--- src/rtl/hmmc_pkg.sv ---
package hmmc_pkg;

  // Default width of the signed temperature samples.
  localparam int unsigned TEMP_WIDTH_DEF = 12;

  localparam int unsigned THRESH_W = 7;
  localparam int unsigned MENU_W   = 2;
  localparam int unsigned STEP_W   = 4;
  localparam int unsigned CFG_W    = 7;

  // Run mode codes.
  typedef enum logic [1:0] {
    MODE_OFF  = 2'd0,
    MODE_ON   = 2'd1,
    MODE_FILL = 2'd2
  } mode_e;

  // Menu item codes.
  localparam logic [MENU_W-1:0] MENU_WATER = 2'd1;
  localparam logic [MENU_W-1:0] MENU_AIR   = 2'd2;
  localparam logic [MENU_W-1:0] MENU_FILL  = 2'd3;

  // Configuration register indexes.
  localparam logic CFG_FLOOR   = 1'b0;
  localparam logic CFG_CEILING = 1'b1;

  // Reset values.
  localparam logic [CFG_W-1:0]    FLOOR_RST   = 7'd20;
  localparam logic [CFG_W-1:0]    CEILING_RST = 7'd80;
  localparam logic [THRESH_W-1:0] WATER_RST   = 7'd35;
  localparam logic [THRESH_W-1:0] AIR_RST     = 7'd40;

  // Controller state; the result word is taken straight from it.
  typedef struct packed {
    mode_e               run_mode;
    logic [MENU_W-1:0]   menu;
    logic                edit;
    logic                prev_sw;
    logic [THRESH_W-1:0] water_th;
    logic [THRESH_W-1:0] air_th;
    logic                pump;
    logic                diverter;
    logic                valve;
    logic                fill_ind;
  } state_t;

  localparam state_t STATE_RST = '{
    run_mode: MODE_OFF,
    menu:     MENU_WATER,
    edit:     1'b0,
    prev_sw:  1'b0,
    water_th: WATER_RST,
    air_th:   AIR_RST,
    pump:     1'b0,
    diverter: 1'b0,
    valve:    1'b0,
    fill_ind: 1'b0
  };

  // Threshold limits as seen by the update logic.
  typedef struct packed {
    logic [CFG_W-1:0] floor_th;
    logic [CFG_W-1:0] ceiling_th;
  } limits_t;

endpackage

--- src/rtl/hmmc_if.sv ---
// Control pass word channel.
interface hmmc_in_if #(
  parameter int unsigned TEMP_WIDTH = hmmc_pkg::TEMP_WIDTH_DEF
);
  logic                         valid;
  logic                         ready;
  logic                         switch_on;
  logic                         knob_press;
  logic                         knob_turned;
  logic signed [3:0]            turn_step;
  logic signed [TEMP_WIDTH-1:0] water_temp;
  logic signed [TEMP_WIDTH-1:0] air_temp;
  logic                         tank_full;

  modport source (
    output valid, switch_on, knob_press, knob_turned, turn_step,
           water_temp, air_temp, tank_full,
    input  ready
  );
  modport sink (
    input  valid, switch_on, knob_press, knob_turned, turn_step,
           water_temp, air_temp, tank_full,
    output ready
  );
endinterface

// Result word channel.
interface hmmc_out_if;
  logic       valid;
  logic       ready;
  logic [1:0] run_mode;
  logic [1:0] menu_item;
  logic       editing;
  logic [6:0] water_thresh;
  logic [6:0] air_thresh;
  logic       pump_on;
  logic       diverter_open;
  logic       valve_open;
  logic       filling;

  modport source (
    output valid, run_mode, menu_item, editing, water_thresh, air_thresh,
           pump_on, diverter_open, valve_open, filling,
    input  ready
  );
  modport sink (
    input  valid, run_mode, menu_item, editing, water_thresh, air_thresh,
           pump_on, diverter_open, valve_open, filling,
    output ready
  );
endinterface

--- src/rtl/heater_mode_menu_controller_top.sv ---
// Accepted words wait in the input stage, then pass into the result register.
// Throughput: one control pass per cycle while the sink keeps up; the state
// update is one registered pass through the update logic, and a stalled
// sink holds the input stage back through ready in the same cycle.
// Reset: asynchronous, active low; clears the stage valids and loads the
// mode off, menu item 1, thresholds 35 and 40, floor 20 and ceiling 80.
module heater_mode_menu_controller_top #(
  parameter int unsigned TEMP_WIDTH = hmmc_pkg::TEMP_WIDTH_DEF
) (
  input  logic                    clk_i,
  input  logic                    rst_ni,
  input  logic                    cfg_we_i,
  input  logic                    cfg_idx_i,
  input  logic [hmmc_pkg::CFG_W-1:0] cfg_data_i,
  hmmc_in_if.sink                 in_i,
  hmmc_out_if.source              out_o
);
  import hmmc_pkg::*;

  limits_t                lim_q;
  state_t                 st_q;
  state_t                 st_d;
  logic                   in_valid_q;
  logic                   out_valid_q;
  logic                   process;
  logic                   sw_q;
  logic                   press_q;
  logic                   turned_q;
  logic signed [3:0]      step_q;
  logic [TEMP_WIDTH-1:0]  water_q;
  logic [TEMP_WIDTH-1:0]  air_q;
  logic                   full_q;
  state_t                 res_q;

  // Configuration registers.
  always_ff @(posedge clk_i or negedge rst_ni) begin
    if (!rst_ni) begin
      lim_q.floor_th   <= FLOOR_RST;
      lim_q.ceiling_th <= CEILING_RST;
    end else if (cfg_we_i) begin
      if (cfg_idx_i == CFG_FLOOR) begin
        lim_q.floor_th <= cfg_data_i;
      end else begin
        lim_q.ceiling_th <= cfg_data_i;
      end
    end
  end

  // The input word moves on when the result register is free or being drained.
  assign process     = in_valid_q && (!out_valid_q || out_o.ready);
  assign in_i.ready  = !in_valid_q || process;

  always_ff @(posedge clk_i or negedge rst_ni) begin
    if (!rst_ni) begin
      in_valid_q <= 1'b0;
    end else if (in_i.ready) begin
      in_valid_q <= in_i.valid;
    end
  end

  always_ff @(posedge clk_i) begin
    if (in_i.valid && in_i.ready) begin
      sw_q     <= in_i.switch_on;
      press_q  <= in_i.knob_press;
      turned_q <= in_i.knob_turned;
      step_q   <= in_i.turn_step;
      water_q  <= in_i.water_temp;
      air_q    <= in_i.air_temp;
      full_q   <= in_i.tank_full;
    end
  end

  hmmc_pass #(
    .TEMP_WIDTH (TEMP_WIDTH)
  ) u_pass (
    .state_i       (st_q),
    .limits_i      (lim_q),
    .switch_on_i   (sw_q),
    .knob_press_i  (press_q),
    .knob_turned_i (turned_q),
    .turn_step_i   (step_q),
    .water_temp_i  (water_q),
    .air_temp_i    (air_q),
    .tank_full_i   (full_q),
    .state_o       (st_d)
  );

  // Controller state advances once per processed word.
  always_ff @(posedge clk_i or negedge rst_ni) begin
    if (!rst_ni) begin
      st_q <= STATE_RST;
    end else if (process) begin
      st_q <= st_d;
    end
  end

  // Result register.
  always_ff @(posedge clk_i or negedge rst_ni) begin
    if (!rst_ni) begin
      out_valid_q <= 1'b0;
    end else if (process) begin
      out_valid_q <= 1'b1;
    end else if (out_o.ready) begin
      out_valid_q <= 1'b0;
    end
  end

  always_ff @(posedge clk_i) begin
    if (process) begin
      res_q <= st_d;
    end
  end

  assign out_o.valid         = out_valid_q;
  assign out_o.run_mode      = res_q.run_mode;
  assign out_o.menu_item     = res_q.menu;
  assign out_o.editing       = res_q.edit;
  assign out_o.water_thresh  = res_q.water_th;
  assign out_o.air_thresh    = res_q.air_th;
  assign out_o.pump_on       = res_q.pump;
  assign out_o.diverter_open = res_q.diverter;
  assign out_o.valve_open    = res_q.valve;
  assign out_o.filling       = res_q.fill_ind;

  // The valve is open exactly while fill mode is held.
  a_valve_fill: assert property (@(posedge clk_i) disable iff (!rst_ni)
    st_q.valve == (st_q.run_mode == MODE_FILL))
    else $error("valve state disagrees with run mode");

  // Off mode leaves every relay released.
  a_off_quiet: assert property (@(posedge clk_i) disable iff (!rst_ni)
    (st_q.run_mode == MODE_OFF) |-> (!st_q.pump && !st_q.diverter && !st_q.valve))
    else $error("relay driven in off mode");

  // The menu item never leaves its range.
  a_menu_range: assert property (@(posedge clk_i) disable iff (!rst_ni)
    st_q.menu != 2'd0)
    else $error("menu item out of range");

  // A new result appears only after a word was waiting in the input stage.
  a_out_source: assert property (@(posedge clk_i) disable iff (!rst_ni)
    $rose(out_valid_q) |-> $past(in_valid_q))
    else $error("result word without an input word");

endmodule

--- src/rtl/hmmc_pass.sv ---
module hmmc_pass #(
  parameter int unsigned TEMP_WIDTH = hmmc_pkg::TEMP_WIDTH_DEF
) (
  input  hmmc_pkg::state_t        state_i,
  input  hmmc_pkg::limits_t       limits_i,
  input  logic                    switch_on_i,
  input  logic                    knob_press_i,
  input  logic                    knob_turned_i,
  input  logic signed [3:0]       turn_step_i,
  input  logic [TEMP_WIDTH-1:0]   water_temp_i,
  input  logic [TEMP_WIDTH-1:0]   air_temp_i,
  input  logic                    tank_full_i,
  output hmmc_pkg::state_t        state_o
);
  import hmmc_pkg::*;

  // Compare width: covers the sample and sixteen times a 7-bit threshold.
  localparam int unsigned CW = (TEMP_WIDTH > 12) ? TEMP_WIDTH : 12;

  logic signed [CW-1:0] water_ext;
  logic signed [CW-1:0] air_ext;
  logic signed [CW-1:0] water_lim;
  logic signed [CW-1:0] air_lim;
  logic signed [4:0]    menu_sum;
  logic signed [8:0]    th_sum;
  logic signed [8:0]    floor_ext;
  logic signed [8:0]    ceil_ext;
  logic [THRESH_W-1:0]  th_sel;
  logic [THRESH_W-1:0]  th_new;
  state_t               s;

  assign water_ext = CW'($signed(water_temp_i));
  assign air_ext   = CW'($signed(air_temp_i));
  assign floor_ext = $signed({2'b00, limits_i.floor_th});
  assign ceil_ext  = $signed({2'b00, limits_i.ceiling_th});

  // Threshold adjust target is chosen by the menu item before the turn.
  assign th_sel = (state_i.menu == MENU_AIR) ? state_i.air_th : state_i.water_th;
  assign th_sum = $signed({2'b00, th_sel}) + 9'(turn_step_i);

  // Clamp; when crossed, sums over the ceiling take it, all others the floor.
  always_comb begin
    if (th_sum > ceil_ext) begin
      th_new = limits_i.ceiling_th;
    end else if (th_sum < floor_ext) begin
      th_new = limits_i.floor_th;
    end else begin
      th_new = th_sum[THRESH_W-1:0];
    end
  end

  // One control pass: switch edge, press, turn, fill item, mode action.
  always_comb begin
    s        = state_i;
    menu_sum = $signed({3'b000, state_i.menu}) + 5'(turn_step_i);

    if (switch_on_i != state_i.prev_sw) begin
      s.prev_sw  = switch_on_i;
      s.run_mode = switch_on_i ? MODE_ON : MODE_OFF;
    end

    if (knob_press_i && !(state_i.menu == MENU_FILL && switch_on_i)) begin
      s.edit = !state_i.edit;
    end

    if (knob_turned_i) begin
      if (!s.edit) begin
        if (menu_sum > 5'sd3) begin
          s.menu = MENU_FILL;
        end else if (menu_sum < 5'sd1) begin
          s.menu = MENU_WATER;
        end else begin
          s.menu = menu_sum[MENU_W-1:0];
        end
      end else if (state_i.menu == MENU_WATER) begin
        s.water_th = th_new;
      end else if (state_i.menu == MENU_AIR) begin
        s.air_th = th_new;
      end
    end

    if (s.menu == MENU_FILL) begin
      if (s.edit && !switch_on_i) begin
        s.fill_ind = 1'b1;
        s.run_mode = MODE_FILL;
      end else begin
        s.fill_ind = 1'b0;
        s.run_mode = switch_on_i ? MODE_ON : MODE_OFF;
      end
    end

    water_lim = $signed({{(CW-11){1'b0}}, s.water_th, 4'b0000});
    air_lim   = $signed({{(CW-11){1'b0}}, s.air_th, 4'b0000});

    // Mode action on the latched outputs; equality holds pump and diverter.
    unique case (s.run_mode)
      MODE_OFF: begin
        s.pump     = 1'b0;
        s.diverter = 1'b0;
        s.valve    = 1'b0;
      end
      MODE_ON: begin
        s.valve = 1'b0;
        if (air_ext > air_lim) begin
          s.pump = 1'b1;
        end else if (air_ext < air_lim) begin
          s.pump = 1'b0;
        end
        if (water_ext < water_lim) begin
          s.diverter = 1'b1;
        end else if (water_ext > water_lim) begin
          s.diverter = 1'b0;
        end
      end
      MODE_FILL: begin
        s.valve = 1'b1;
        if (tank_full_i) begin
          s.edit = 1'b0;
        end
      end
      default: begin
        s.run_mode = state_i.run_mode;
      end
    endcase

    state_o = s;
  end

endmodule

--- src/flat_wrapper.sv ---
// flat-port wrapper written by rule: the top's interface ports become plain ports
module heater_mode_menu_controller_top_flat import hmmc_pkg::*;
#(
  parameter int unsigned TEMP_WIDTH = hmmc_pkg::TEMP_WIDTH_DEF
)
  (clk_i, rst_ni, cfg_we_i, cfg_idx_i, cfg_data_i, in_i_valid, in_i_switch_on, in_i_knob_press, in_i_knob_turned, in_i_turn_step, in_i_water_temp, in_i_air_temp, in_i_tank_full, in_i_ready, out_o_valid, out_o_run_mode, out_o_menu_item, out_o_editing, out_o_water_thresh, out_o_air_thresh, out_o_pump_on, out_o_diverter_open, out_o_valve_open, out_o_filling, out_o_ready);
  hmmc_in_if #(.TEMP_WIDTH(TEMP_WIDTH)) in_i_i ();
  hmmc_out_if out_o_i ();
  input  logic clk_i;
  input  logic rst_ni;
  input  logic cfg_we_i;
  input  logic cfg_idx_i;
  input  logic [hmmc_pkg::CFG_W-1:0] cfg_data_i;
  input wire logic [$bits(in_i_i.valid)-1:0] in_i_valid;
  input wire logic [$bits(in_i_i.switch_on)-1:0] in_i_switch_on;
  input wire logic [$bits(in_i_i.knob_press)-1:0] in_i_knob_press;
  input wire logic [$bits(in_i_i.knob_turned)-1:0] in_i_knob_turned;
  input wire logic [$bits(in_i_i.turn_step)-1:0] in_i_turn_step;
  input wire logic [$bits(in_i_i.water_temp)-1:0] in_i_water_temp;
  input wire logic [$bits(in_i_i.air_temp)-1:0] in_i_air_temp;
  input wire logic [$bits(in_i_i.tank_full)-1:0] in_i_tank_full;
  output wire logic [$bits(in_i_i.ready)-1:0] in_i_ready;
  output wire logic [$bits(out_o_i.valid)-1:0] out_o_valid;
  output wire logic [$bits(out_o_i.run_mode)-1:0] out_o_run_mode;
  output wire logic [$bits(out_o_i.menu_item)-1:0] out_o_menu_item;
  output wire logic [$bits(out_o_i.editing)-1:0] out_o_editing;
  output wire logic [$bits(out_o_i.water_thresh)-1:0] out_o_water_thresh;
  output wire logic [$bits(out_o_i.air_thresh)-1:0] out_o_air_thresh;
  output wire logic [$bits(out_o_i.pump_on)-1:0] out_o_pump_on;
  output wire logic [$bits(out_o_i.diverter_open)-1:0] out_o_diverter_open;
  output wire logic [$bits(out_o_i.valve_open)-1:0] out_o_valve_open;
  output wire logic [$bits(out_o_i.filling)-1:0] out_o_filling;
  input wire logic [$bits(out_o_i.ready)-1:0] out_o_ready;
  assign in_i_i.valid = in_i_valid;
  assign in_i_i.switch_on = in_i_switch_on;
  assign in_i_i.knob_press = in_i_knob_press;
  assign in_i_i.knob_turned = in_i_knob_turned;
  assign in_i_i.turn_step = in_i_turn_step;
  assign in_i_i.water_temp = in_i_water_temp;
  assign in_i_i.air_temp = in_i_air_temp;
  assign in_i_i.tank_full = in_i_tank_full;
  assign in_i_ready = in_i_i.ready;
  assign out_o_valid = out_o_i.valid;
  assign out_o_run_mode = out_o_i.run_mode;
  assign out_o_menu_item = out_o_i.menu_item;
  assign out_o_editing = out_o_i.editing;
  assign out_o_water_thresh = out_o_i.water_thresh;
  assign out_o_air_thresh = out_o_i.air_thresh;
  assign out_o_pump_on = out_o_i.pump_on;
  assign out_o_diverter_open = out_o_i.diverter_open;
  assign out_o_valve_open = out_o_i.valve_open;
  assign out_o_filling = out_o_i.filling;
  assign out_o_i.ready = out_o_ready;
  heater_mode_menu_controller_top #(.TEMP_WIDTH(TEMP_WIDTH)) u_core (.clk_i(clk_i), .rst_ni(rst_ni), .cfg_we_i(cfg_we_i), .cfg_idx_i(cfg_idx_i), .cfg_data_i(cfg_data_i), .in_i(in_i_i), .out_o(out_o_i));
endmodule
--- config.mk ---
export PLATFORM = sky130hd
export DESIGN_NAME = heater_mode_menu_controller_top_flat
export DESIGN_NICKNAME = d
export VERILOG_FILES = /design/src/rtl/hmmc_pkg.sv /design/src/rtl/hmmc_if.sv /design/src/rtl/heater_mode_menu_controller_top.sv /design/src/rtl/hmmc_pass.sv /design/src/flat_wrapper.sv
export SDC_FILE = /design/constraint.sdc
export NUM_CORES = 1
export LEC_CHECK = 0
export BUFFER_PORTS_ARGS = -buffer_cell sky130_fd_sc_hd__buf_2
export CAP_MARGIN = 20
export CORE_UTILIZATION = 55
export DETAILED_ROUTE_END_ITERATION = 12
export GPL_TIMING_DRIVEN = 0
export PLACE_DENSITY = 0.76
export SLEW_MARGIN = 10
export SYNTH_ARGS = -nofsm -noshare
export SYNTH_HDL_FRONTEND = slang
export SYNTH_HIERARCHICAL = 1
export SYNTH_SLANG_ARGS = --single-unit
--- constraint.sdc ---
create_clock -name clk_i -period 6.4 [get_ports clk_i]
set_input_delay 0.32 -clock clk_i [delete_from_list [all_inputs] [get_ports clk_i]]
set_output_delay 0.32 -clock clk_i [all_outputs]
set_load 0.02 [all_outputs]
# ---- After elaboration in Yosys (flattened, before gate mapping)
# Cells that the tools add are included.
dict set report op_classes {
  addsub 2
  order_cmp 8
  eq_ne 7
  mux 30
  bitwise 1
  reduce_logical 19
}
# operator n
set op_table {}
lappend op_table {{7-bit two-way mux} 6}
lappend op_table {{14-bit two-way mux} 2}
lappend op_table {{12-bit greater-than comparator} 2}
lappend op_table {{12-bit less-than comparator} 2}
lappend op_table {{2-bit two-way mux} 8}
lappend op_table {{1-bit two-way mux} 12}
lappend op_table {{8-bit by 4-bit adder with 9-bit output} 1}
lappend op_table {{9-bit by 8-bit greater-than comparator with 1-bit output} 1}
lappend op_table {{9-bit by 8-bit less-than comparator with 1-bit output} 1}
lappend op_table {{2-bit equality test, second input constant} 4}
lappend op_table {{2-bit AND reduction} 3}
lappend op_table {{3-bit by 4-bit adder with 5-bit output} 1}
lappend op_table {{5-bit by 3-bit greater-than comparator with 1-bit output, second input constant} 1}
lappend op_table {{1-bit logical AND} 5}
lappend op_table {{1-bit logical NOT} 5}
lappend op_table {{5-bit by 2-bit less-than comparator with 1-bit output, second input constant} 1}
lappend op_table {{2-bit by 1-bit equality test with 1-bit output, second input constant} 2}
lappend op_table {{2-bit case mux with 2 select lines} 1}
lappend op_table {{3-bit OR reduction} 1}
lappend op_table {{2-bit logical NOT} 1}
lappend op_table {{1-bit logical OR} 2}
lappend op_table {{1-bit case mux with 2 select lines} 1}
lappend op_table {{2-bit nonzero test} 1}
lappend op_table {{2-bit OR reduction} 1}
lappend op_table {{other kinds (2)} 2}
dict set report totals {
  ff_bits 95
  input_bits 45
  out_inout_bits 25
  wordCells 97
}

# ---- Depth between registers and ports, before layout
# Gate-level depths: netlist (run 1).
dict set report depth {
  depth_word 14
  mapped_depth 26
  mapped_depth_nobuf 24
}

# ---- By module
# Netlist (run 1), hierarchy kept.
# mod instances cells_per_inst area_per_inst_um2 seq_area_each_um2
set by_module_without_submodules {}
lappend by_module_without_submodules {heater_mode_menu_controller_top 1 145 3256.9 2665.1}
lappend by_module_without_submodules {hmmc_pass 1 295 2193.4 0.0}

# ---- Least setup slack after synthesis (run 1)
# Ideal clock, no wire load.
dict set report synth_path {
  path_kind {register -> register}
  from {reg u_core/st_q[21] in the netlist's numbering}
  to {reg u_core/st_q[2] in the netlist's numbering}
  arrival_time_ns 5.311
  t_required_ns 6.335
  slack_ns 1.024
  path_stages_with_launch 24
  n_path_buf 1
  period_less_slack_ns 5.376
  cell_sequence {dfrtp_1 > nor2b_1 > clkbuf_1 > mux2_2 > ha_1 > inv_1 > fa_1 > nand3b_1 > a21oi_2 > o21a_1 > nor2_1 > ha_1 > o211a_1 > nand2_1 > o21ai_1 > nand3_1 > a21o_1 > a31o_2 > ha_1 > a21o_1 > a2111oi_0 > a21oi_1 > o31ai_1 > mux2_2}
}
# item line
set synth_rtl {}
lappend synth_rtl {{from (decl)} heater_mode_menu_controller_top.sv:21} ;# state_t st_q;
lappend synth_rtl {{from (signal assigned)} heater_mode_menu_controller_top.sv:93} ;# st_q <= st_d;

==> metrics.yaml, run 1 <==
hold_violations: 0
clockRootBuffer: "clkbuf_8"
layout.nets: 607
wl_per_cell_um: 18.34
r2r_start: "u_core/st_q[21]$_DFFE_PN0P_"
via_count: 3951
cp.required_ns: 6.71
path_max_fanout: 10
worstMarginPinSlew_ns: 1.085
setup_tns_ns: 0
worstRegToRegCells: 23
endpoint_kind: "flop"
fin_crit_ns: 5.936
synth_area_um2: 5450
gp_congestion: 0.9018
synthToLayoutAreaGrowth_pct: 12.99
antenna_found_initial: 0
fin_crit_sh: 0.9274
fp.dieH_um: 101.5
clock_latency_ns: 0.37
wirelength_um: 12000
min_path_type: "primary input to asynchronous set/reset pin"
track_usage: 0.2512
layout-drive-gt1-share: 0.3390
numClockSinks: 95
maxCapViolCount: 0
crit_end: "u_core/st_q[2]$_DFFE_PN0P_"
portBuffers: 69
drcViolationCount: 0
finalSetupViolCount: 0
syn-num-nets: 527
synth.distinct_cells: 60
ys_seq_area_frac: 0.4890
pin_count: 70
relSlewSlack: 0.2760
syn_avg_cell_area_um2: 12.39
finClkSkew_ns: 0.01360
place_hpwl_um: 8857
clock.fmax_mhz: 168.5
startpoint: "u_core/st_q[21]$_DFFE_PN0P_"
syn_inst: 440
n_fill_cell: 722
grt.overflow.total: 0
synth_edf_count: 55
grt_pass1_vias: 4049
die-area_um2: 10310
coreArea_um2: 9415
cpMostUsedCell: "ha_1"
cts_tree: "built"
r2r-end: "u_core/st_q[2]$_DFFE_PN0P_"
grt_max_degree: 41
synth_area_leader_cell: "edfxtp_1"
cts.htree.levels: 3
synth_warnings: 6
power-per-cell-area_nw_per_um2: 539.4
crit_type: "flop to flop"
die_x_um: 101.5
drt_pre_antenna_iters: 5
status: "finished, final reports clean"
rsz0062_at_grt: "false"
max_stage_delay_ns: 0.48
crit_slowest_cell: "dfrtp_2"
hold_ws_ns: 0.07698
grt_pass1_wl_um: 19240
synth_top_area_frac: 0.3030
cp_data_arrival_time_ns: 6.25
startpoint_type: "flop"
clockBufferDepth: 2
multiInputGateArea_um2: 2604
clkTransAtPathRegs_ns: 0.10
synthArstFlopShare: 0.4211
p_leak_nw: 2.664
peakVddDrop_mv: 0.3267
cts_buffers: 9
antenna_left: 0
start_util: 0.5789
r2r_slack_ns: 0.46
ys.flop_type: "edfxtp_1"
avgViaCountPerCell: 6.041
seq_area_um2: 2666
yosys_register_bits: 95
synth_top_cells_by_area: "edfxtp_1, dfrtp_1, ha_1"
rows: 35
drt_iter0_drc: 279
num_antenna_cells: 0
drv_slew: 0
worstPathCellList: "nor2b_1 > clkbuf_2 > mux2_2 > ha_1 > inv_1 > fa_1 > nand3b_1 > a21oi_2 > nor3_1 > nor2_1 > ha_1 > o211a_1 > a221oi_1 > o21a_1 > nand2_1 > a21o_1 > a31o_2 > ha_1 > a21o_1 > a2111oi_0 > a21oi_1 > o31ai_1 > mux2_2"
synthesized netlist by cell type, drive strengths merged, types with 5 or more instances:
cell type and number:
nor2 24, ha 40, edfxtp 55, xnor2 5, a21o 15, dfstp 10, a31o 6, a311oi 5
nand3 11, o21ai 12, nor2b 5, buf 9, dfrtp 30, a31oi 22, o211ai 5, nand2b 8
mux2 47, a211oi 5, nand2 21, a21oi 17, inv 28
stage by stage:
step / cells / utilization / worst slack (ns) / power (mW) / area, µm²
2_1_floorplan: 440 / - / 1.024 / 2.398 / 5450
3_3_place_gp: 638 / 0.6327 / 0.1940 / 2.796 / 5957
3_5_place_dp: 638 / 0.6328 / 0.1039 / 2.874 / 5958
4_1_cts: 654 / 0.6534 / 0.08921 / 3.275 / 6152
5_1_grt: 654 / 0.6541 / 0.03349 / 3.537 / 6158
6_report: 654 / 0.6541 / 0.4644 / 3.322 / 6158
layout make-up:
type	count	area share
clock buffer	9	0.02011
multi-input combinational	304	0.4228
timing repair buffer	69	0.05607
buffer	13	0.01341
clock inverter	7	0.01138
sequential	95	0.4330
inverter	28	0.01707
tap	129	0.02621
routing by layer:
metal / GRT usage / routed length (µm)
met5: 0 / 0
met1: 0.3224 / 5261
met3: 0.04348 / 693
met4: 0.09922 / 245
met2: 0.4241 / 5796
power breakdown:
| group | internal, mW | leakage (nW) | switching (mW) |
|---|---|---|---|
| logic | 0.806 | 1.57 | 1.19 |
| registers | 0.839 | 0.997 | 0.104 |
| clock network | 0.149 | 0.0930 | 0.232 |
flip-flops by register name (all words and copies together), names as in the netlist, 2 cells and up:
signal	count
u_core/out_o.water_thresh	7
u_core/water_q	12
u_core/out_o.menu_item	2
u_core/out_o.run_mode	2
u_core/step_q	4
u_core/out_o.air_thresh	7
u_core/air_q	12
u_core/st_q	24
u_core/lim_q	14
cell usage in the layout, fill, tap and decap left out, types with 4 or more instances in the layout:
cell,instances
a211o_1,4
a21o_1,15
a21oi_1,16
a311oi_2,4
a31o_2,4
a31oi_1,22
and3_1,4
buf_2,74
clkbuf_8,9
dfrtp_1,29
dfstp_2,10
edfxtp_1,55
ha_1,40
inv_1,28
mux2_2,28
mux2_4,19
nand2_1,20
nand2b_1,7
nand3_1,11
nand4_1,4
nor2_1,24
nor2b_1,5
o211ai_1,5
o21a_1,4
o21ai_0,10
xnor2_1,5
what timing repair did:
action,in CTS,in global routing
gates resized for setup,0,4
buffers inserted,0,0
hold buffers,0,0
setup endpoints to repair,0,4
worst max-delay path: cells and delay by family (launching register included):
family | cells | cell delay, ns
muxes | 2 | 0.42
and+or+nand+nor | 5 | 0.78
DFF | 1 | 0.48
AOI/OAI and AO/OA | 10 | 2.66
adders and majority gates | 4 | 1.18
buffers and inverters | 2 | 0.36
kinds of logic (layout without fill, tap and decap cells):
group,count (synthesis),in the layout,share of synthesized area
buf+inv,41,126,0.03420
fa+ha+maj,42,42,0.09917
simple gates,92,92,0.08723
xor+xnor,8,8,0.01286
mux,51,51,0.1189
flops,95,95,0.4890
compound gates,111,111,0.1586
worst min-delay path by stage:
stage                                     end  slack, ns         startpoint  cells past startpoint
5_1_grt             u_core/air_q[3]$_DFFE_PP_        0.1   in_i_air_temp[3]                      1
3_3_place_gp   u_core/out_o.valid$_DFFE_PN0P_       0.49             rst_ni                      1
2_1_floorplan   u_core/in_valid_q$_DFFE_PN0P_       0.02             rst_ni                      0
3_5_place_dp       u_core/air_q[10]$_DFFE_PP_       0.50  in_i_air_temp[10]                      1
4_1_cts            u_core/st_q[1]$_DFFE_PN0P_       0.10             rst_ni                      1
6_report           u_core/st_q[1]$_DFFE_PN0P_       0.08             rst_ni                      1
Power figures use the tool's default switching activity.
==> run 2: changes to the inputs <==
- PLACE_DENSITY: 0.76 -> 0.83
==> run 2 against run 1 <==
Cell count unchanged. Critical path type unchanged. Sequential power about the same. Global-route usage up 0.10 points. Clock skew down 0.0039 ns. Critical path depth unchanged. Non-clock buffer count unchanged.
==> metrics.yaml, run 2 (synthesized netlist as in run 1, its figures left out) <==
status: "finished, final reports clean"
grt_pass1_wl_um: 19290
drt_iter0_drc: 266
via_count: 3875
seq_area_um2: 2666
place_hpwl_um: 8985
worstMarginPinSlew_ns: 0.9780
hold_violations: 0
dpl_cell_area_um2: 5958
grt_max_degree: 41
cp_data_arrival_time_ns: 6.19
die_x_um: 101.5
maxCapViolCount: 0
crit_slowest_cell: "dfstp_2"
p_total_mw: 3.313
antenna_left: 0
critPathBufInv: 2
start_util: 0.5789
cp.required_ns: 6.72
r2r_start: "u_core/st_q[20]$_DFFE_PN1P_"
cpMostUsedCell: "ha_1"
power-per-cell-area_nw_per_um2: 537.4
layout-drive-gt1-share: 0.3410
n_fill_cell: 702
wirelength_um: 12020
setup_tns_ns: 0
drt_pre_antenna_iters: 8
worstPathCellList: "nor2b_1 > clkbuf_2 > mux2_2 > ha_1 > inv_1 > fa_1 > nand3b_1 > a21oi_2 > nor3_1 > nor2_1 > ha_1 > o211a_1 > a221oi_1 > o21a_1 > nand2_1 > a21o_1 > a31o_2 > ha_1 > a21o_1 > a2111oi_1 > a21oi_1 > o31ai_1 > mux2_2"
finClkSkew_ns: 0.009675
hold_buffers: 0
crit_type: "flop to flop"
r2r-end: "u_core/st_q[2]$_DFFE_PN0P_"
antenna_found_initial: 0
fin_crit_ns: 5.872
met2_usage: 0.4179
track_usage: 0.2522
critPathTopFamily: "compound AO/OA/AOI/OAI gates"
fin_crit_sh: 0.9175
clock.fmax_mhz: 170.3
hold_ws_ns: 0.07228
path_max_fanout: 10
coreArea_um2: 9415
avgViaCountPerCell: 5.925
clock_latency_ns: 0.38
stdcell_area_um2: 6166
rows: 35
reg_top3: "u_core/st_q (24), u_core/lim_q (14)"
relSlewSlack: 0.3473
clockRootBuffer: "clkbuf_8"
regMostFlops: "u_core/st_q"
utilization: 0.6549
finalSetupViolCount: 0
layout.nets: 607
peakVddDrop_mv: 0.3049
use_met3: 0.05590
final_common_cell: "buf_2"
rsz0062_at_grt: "false"
drv_slew: 0
numClockSinks: 95
wl_per_cell_um: 18.38
cts.htree.levels: 3
grt.busiest_layer: "met2"
setup_slack_ns: 0.5277
p_leak_nw: 2.670
pin_count: 70
synthToLayoutAreaGrowth_pct: 13.13
clkTransAtPathRegs_ns: 0.11
num_antenna_cells: 0
largest_register_ffs: 24
cts_tree: "built"
fp.dieH_um: 101.5
portBuffers: 69
clockBufferDepth: 2
r2r_slack_ns: 0.53
final_cells: 654
max_stage_delay_ns: 0.61
gp_congestion: 0.8702
grt.overflow.total: 0
dp_worst_setup_slack_ns: 0.06687
multiInputGateArea_um2: 2605
drcViolationCount: 0
grt_pass1_vias: 3903
worstRegToRegCells: 23
endpoint_kind: "flop"
cts_buffers: 9
startpoint_type: "flop"
die-area_um2: 10310
grt_use_met1: 0.3117
min_path_type: "primary input to asynchronous set/reset pin"
final_cell_mix: "buf_2, edfxtp_1, ha_1"
dp_cells: 638
-- run 2: cell types whose count changed in the layout (fill, tap and decap cells not counted), sizes merged --
| cell | delta |
|---|---|
| clkinv | -1 |
| inv | +1 |
-- run 2: final cells by class --
class | count | share of cell area
Buffer | 13 | 0.01339
Tap cell | 129 | 0.02618
Clock buffer | 9 | 0.02009
Clock inverter | 7 | 0.01238
Sequential cell | 95 | 0.4324
Inverter | 28 | 0.01705
Multi-Input combinational cell | 304 | 0.4225
Timing Repair Buffer | 69 | 0.05601
-- run 2: worst max-delay path by stage --
stage | from | to | slack (ns) | cells after the start
after floorplan | u_core/st_q[21]$_DFFE_PN0P_ | u_core/st_q[2]$_DFFE_PN0P_ | 1.02 | 23
after global placement | u_core/st_q[21]$_DFFE_PN0P_ | u_core/st_q[2]$_DFFE_PN0P_ | 0.17 | 23
after detailed placement | u_core/st_q[21]$_DFFE_PN0P_ | u_core/st_q[2]$_DFFE_PN0P_ | 0.07 | 23
after CTS | u_core/st_q[21]$_DFFE_PN0P_ | u_core/st_q[2]$_DFFE_PN0P_ | 0.03 | 23
after global routing | u_core/st_q[20]$_DFFE_PN1P_ | u_core/st_q[2]$_DFFE_PN0P_ | 0.04 | 23
final | u_core/st_q[20]$_DFFE_PN1P_ | u_core/st_q[2]$_DFFE_PN0P_ | 0.53 | 23
-- run 2: repair_timing --
item,4_1_cts,5_1_grt
gates resized for setup,0,5
buffers inserted,0,0
endpoints found under the setup margin,0,4
-- run 2: metal layers --
layer	vias up	wire (µm)
met3	31	632
li1	1837	-
met2	142	5862
met4	0	384
met5	-	0
met1	1865	5142
-- run 2: power breakdown --
| part | internal (mW) | switching (mW) | total [mW] |
|---|---|---|---|
| clock network | 0.153 | 0.240 | 0.393 |
| logic | 0.806 | 1.17 | 1.97 |
| registers | 0.839 | 0.107 | 0.946 |
| total | 1.80 | 1.52 | 3.31 |
==> run 3: changes to the inputs <==
- GPL_TIMING_DRIVEN: 0 -> default
==> run 3 against run 2 <==
Wire length decreased by 0.82%. Largest cell class unchanged. Critical endpoint unchanged. Critical path depth unchanged. Core utilization is 0.11 points lower.
==> metrics.yaml, run 3 (synthesized netlist as in run 1, its figures left out) <==
min_path_type: "primary input to asynchronous set/reset pin"
cp_data_arrival_time_ns: 6.20
utilization: 0.6538
antenna_left: 0
rsz0062_at_grt: "false"
cts_resized: 0
antenna_found_initial: 0
synthToLayoutAreaGrowth_pct: 12.95
setup_tns_ns: 0
largest_register_ffs: 24
drt_pre_antenna_iters: 5
pin_count: 70
finalSetupViolCount: 0
grt_pass1_wl_um: 18730
r2r_start: "u_core/st_q[20]$_DFFE_PN1P_"
drcViolationCount: 0
numClockSinks: 95
layout-drive-gt1-share: 0.3295
startpoint_type: "flop"
crit_type: "flop to flop"
cts_tree: "built"
grt.busiest_layer: "met2"
final_common_cell: "buf_2"
rows: 35
grt_max_degree: 41
use_met3: 0.06073
clockRootBuffer: "clkbuf_8"
track_usage: 0.2466
grt_use_met1: 0.3057
cts_buffers: 9
path_max_fanout: 11
die-area_um2: 10310
status: "finished, final reports clean"
place_hpwl_um: 8834
grt.overflow.total: 0
regMostFlops: "u_core/st_q"
layout.nets: 598
via_count: 3880
clock_latency_ns: 0.38
drt_iter0_drc: 268
dp_worst_setup_slack_ns: 0.6812
fin_crit_ns: 5.876
cp.required_ns: 6.72
startpoint: "u_core/st_q[20]$_DFFE_PN1P_"
finClkSkew_ns: 0.01226
peakVddDrop_mv: 0.3319
fp.dieH_um: 101.5
die_x_um: 101.5
fin_crit_sh: 0.9182
avgViaCountPerCell: 6.016
post_cts_buffers: 0
hold_violations: 0
r2r_slack_ns: 0.52
worstMarginPinSlew_ns: 1.068
hold_ws_ns: 0.07269
clkTransAtPathRegs_ns: 0.10
drv_slew: 0
worstRegToRegCells: 23
r2r-end: "u_core/st_q[2]$_DFFE_PN0P_"
reg_top3: "u_core/st_q (24), u_core/lim_q (14)"
hold_buffers: 0
maxCapViolCount: 0
clock.fmax_mhz: 170.2
grt_pass1_vias: 3715
endpoint_kind: "flop"
wl_per_cell_um: 18.49
relSlewSlack: 0.2871
portBuffers: 69
power-per-cell-area_nw_per_um2: 547.0
final_cell_mix: "buf_2, edfxtp_1, ha_1"
num_antenna_cells: 0
gp_congestion: 0.9625
met2_usage: 0.4246
start_util: 0.5789
p_total_mw: 3.367
p_leak_nw: 2.664
clockBufferDepth: 2
coreArea_um2: 9415
cts.htree.levels: 3
wirelength_um: 11920
setup_slack_ns: 0.5236
==> run 3: cell types whose count changed in the layout (fill, tap and decap cells not counted), sizes merged <==
cell / previous run / this run
bufinv: 0 / 3
clkbuf: 13 / 9
inv: 30 / 31
buf: 78 / 73
clkinvlp: 1 / 0
clkinv: 4 / 1
==> run 3: worst max path at each step <==
stage | to | slack [ns]
floorplan | u_core/st_q[2]$_DFFE_PN0P_ | 1.02
global placement | u_core/st_q[2]$_DFFE_PN0P_ | 0.90
detailed placement | u_core/st_q[2]$_DFFE_PN0P_ | 0.68
CTS | u_core/st_q[2]$_DFFE_PN0P_ | 0.64
global route | u_core/st_q[2]$_DFFE_PN0P_ | 0.09
finish | u_core/st_q[2]$_DFFE_PN0P_ | 0.52
==> run 3: final cells by class <==
cell class / count / area [µm²]
Tap cell: 129 / 161.4
Fill cell: 691 / 3259
Timing Repair Buffer: 73 / 375.4
Multi-Input combinational cell: 304 / 2599
Clock inverter: 7 / 126.4
Clock buffer: 9 / 123.9
Sequential cell: 95 / 2665
Inverter: 28 / 105.1
==> run 3: worst max-delay path, stage by stage (launching register included) <==
cell       delay, ns
dfstp_2         0.60
nor2b_1         0.07
buf_4           0.18
mux2_2          0.23
ha_1            0.20
inv_1           0.07
fa_1            0.39
nand3b_1        0.21
a21oi_2         0.26
o21a_1          0.16
nor2_1          0.07
ha_1            0.31
o211a_1         0.17
nand2_1         0.07
o21ai_1         0.71
nand3_1         0.14
a21o_1          0.25
a31o_2          0.24
ha_1            0.28
a21o_1          0.17
a2111oi_0       0.42
a21oi_1         0.13
o31ai_1         0.28
mux2_2          0.21
==> run 3: stage by stage <==
stage | area (µm²) | instances
after global routing | 6156 | 645
after global placement | 5906 | 629
final | 6156 | 645
after detailed placement | 5906 | 629
after floorplan | 5450 | 440
after CTS | 6156 | 645
==> run 3: where the power goes <==
group / internal [mW] / switching [mW]
sequential: 0.838 / 0.120
combinational: 0.777 / 1.15
clock: 0.265 / 0.221
==> run 3: routing by layer <==
layer  routed length [µm]  share of wire
met1                 5026           0.42
met2                 6002           0.50
met3                  703          0.059
met4                  191          0.016
met5                    0              0
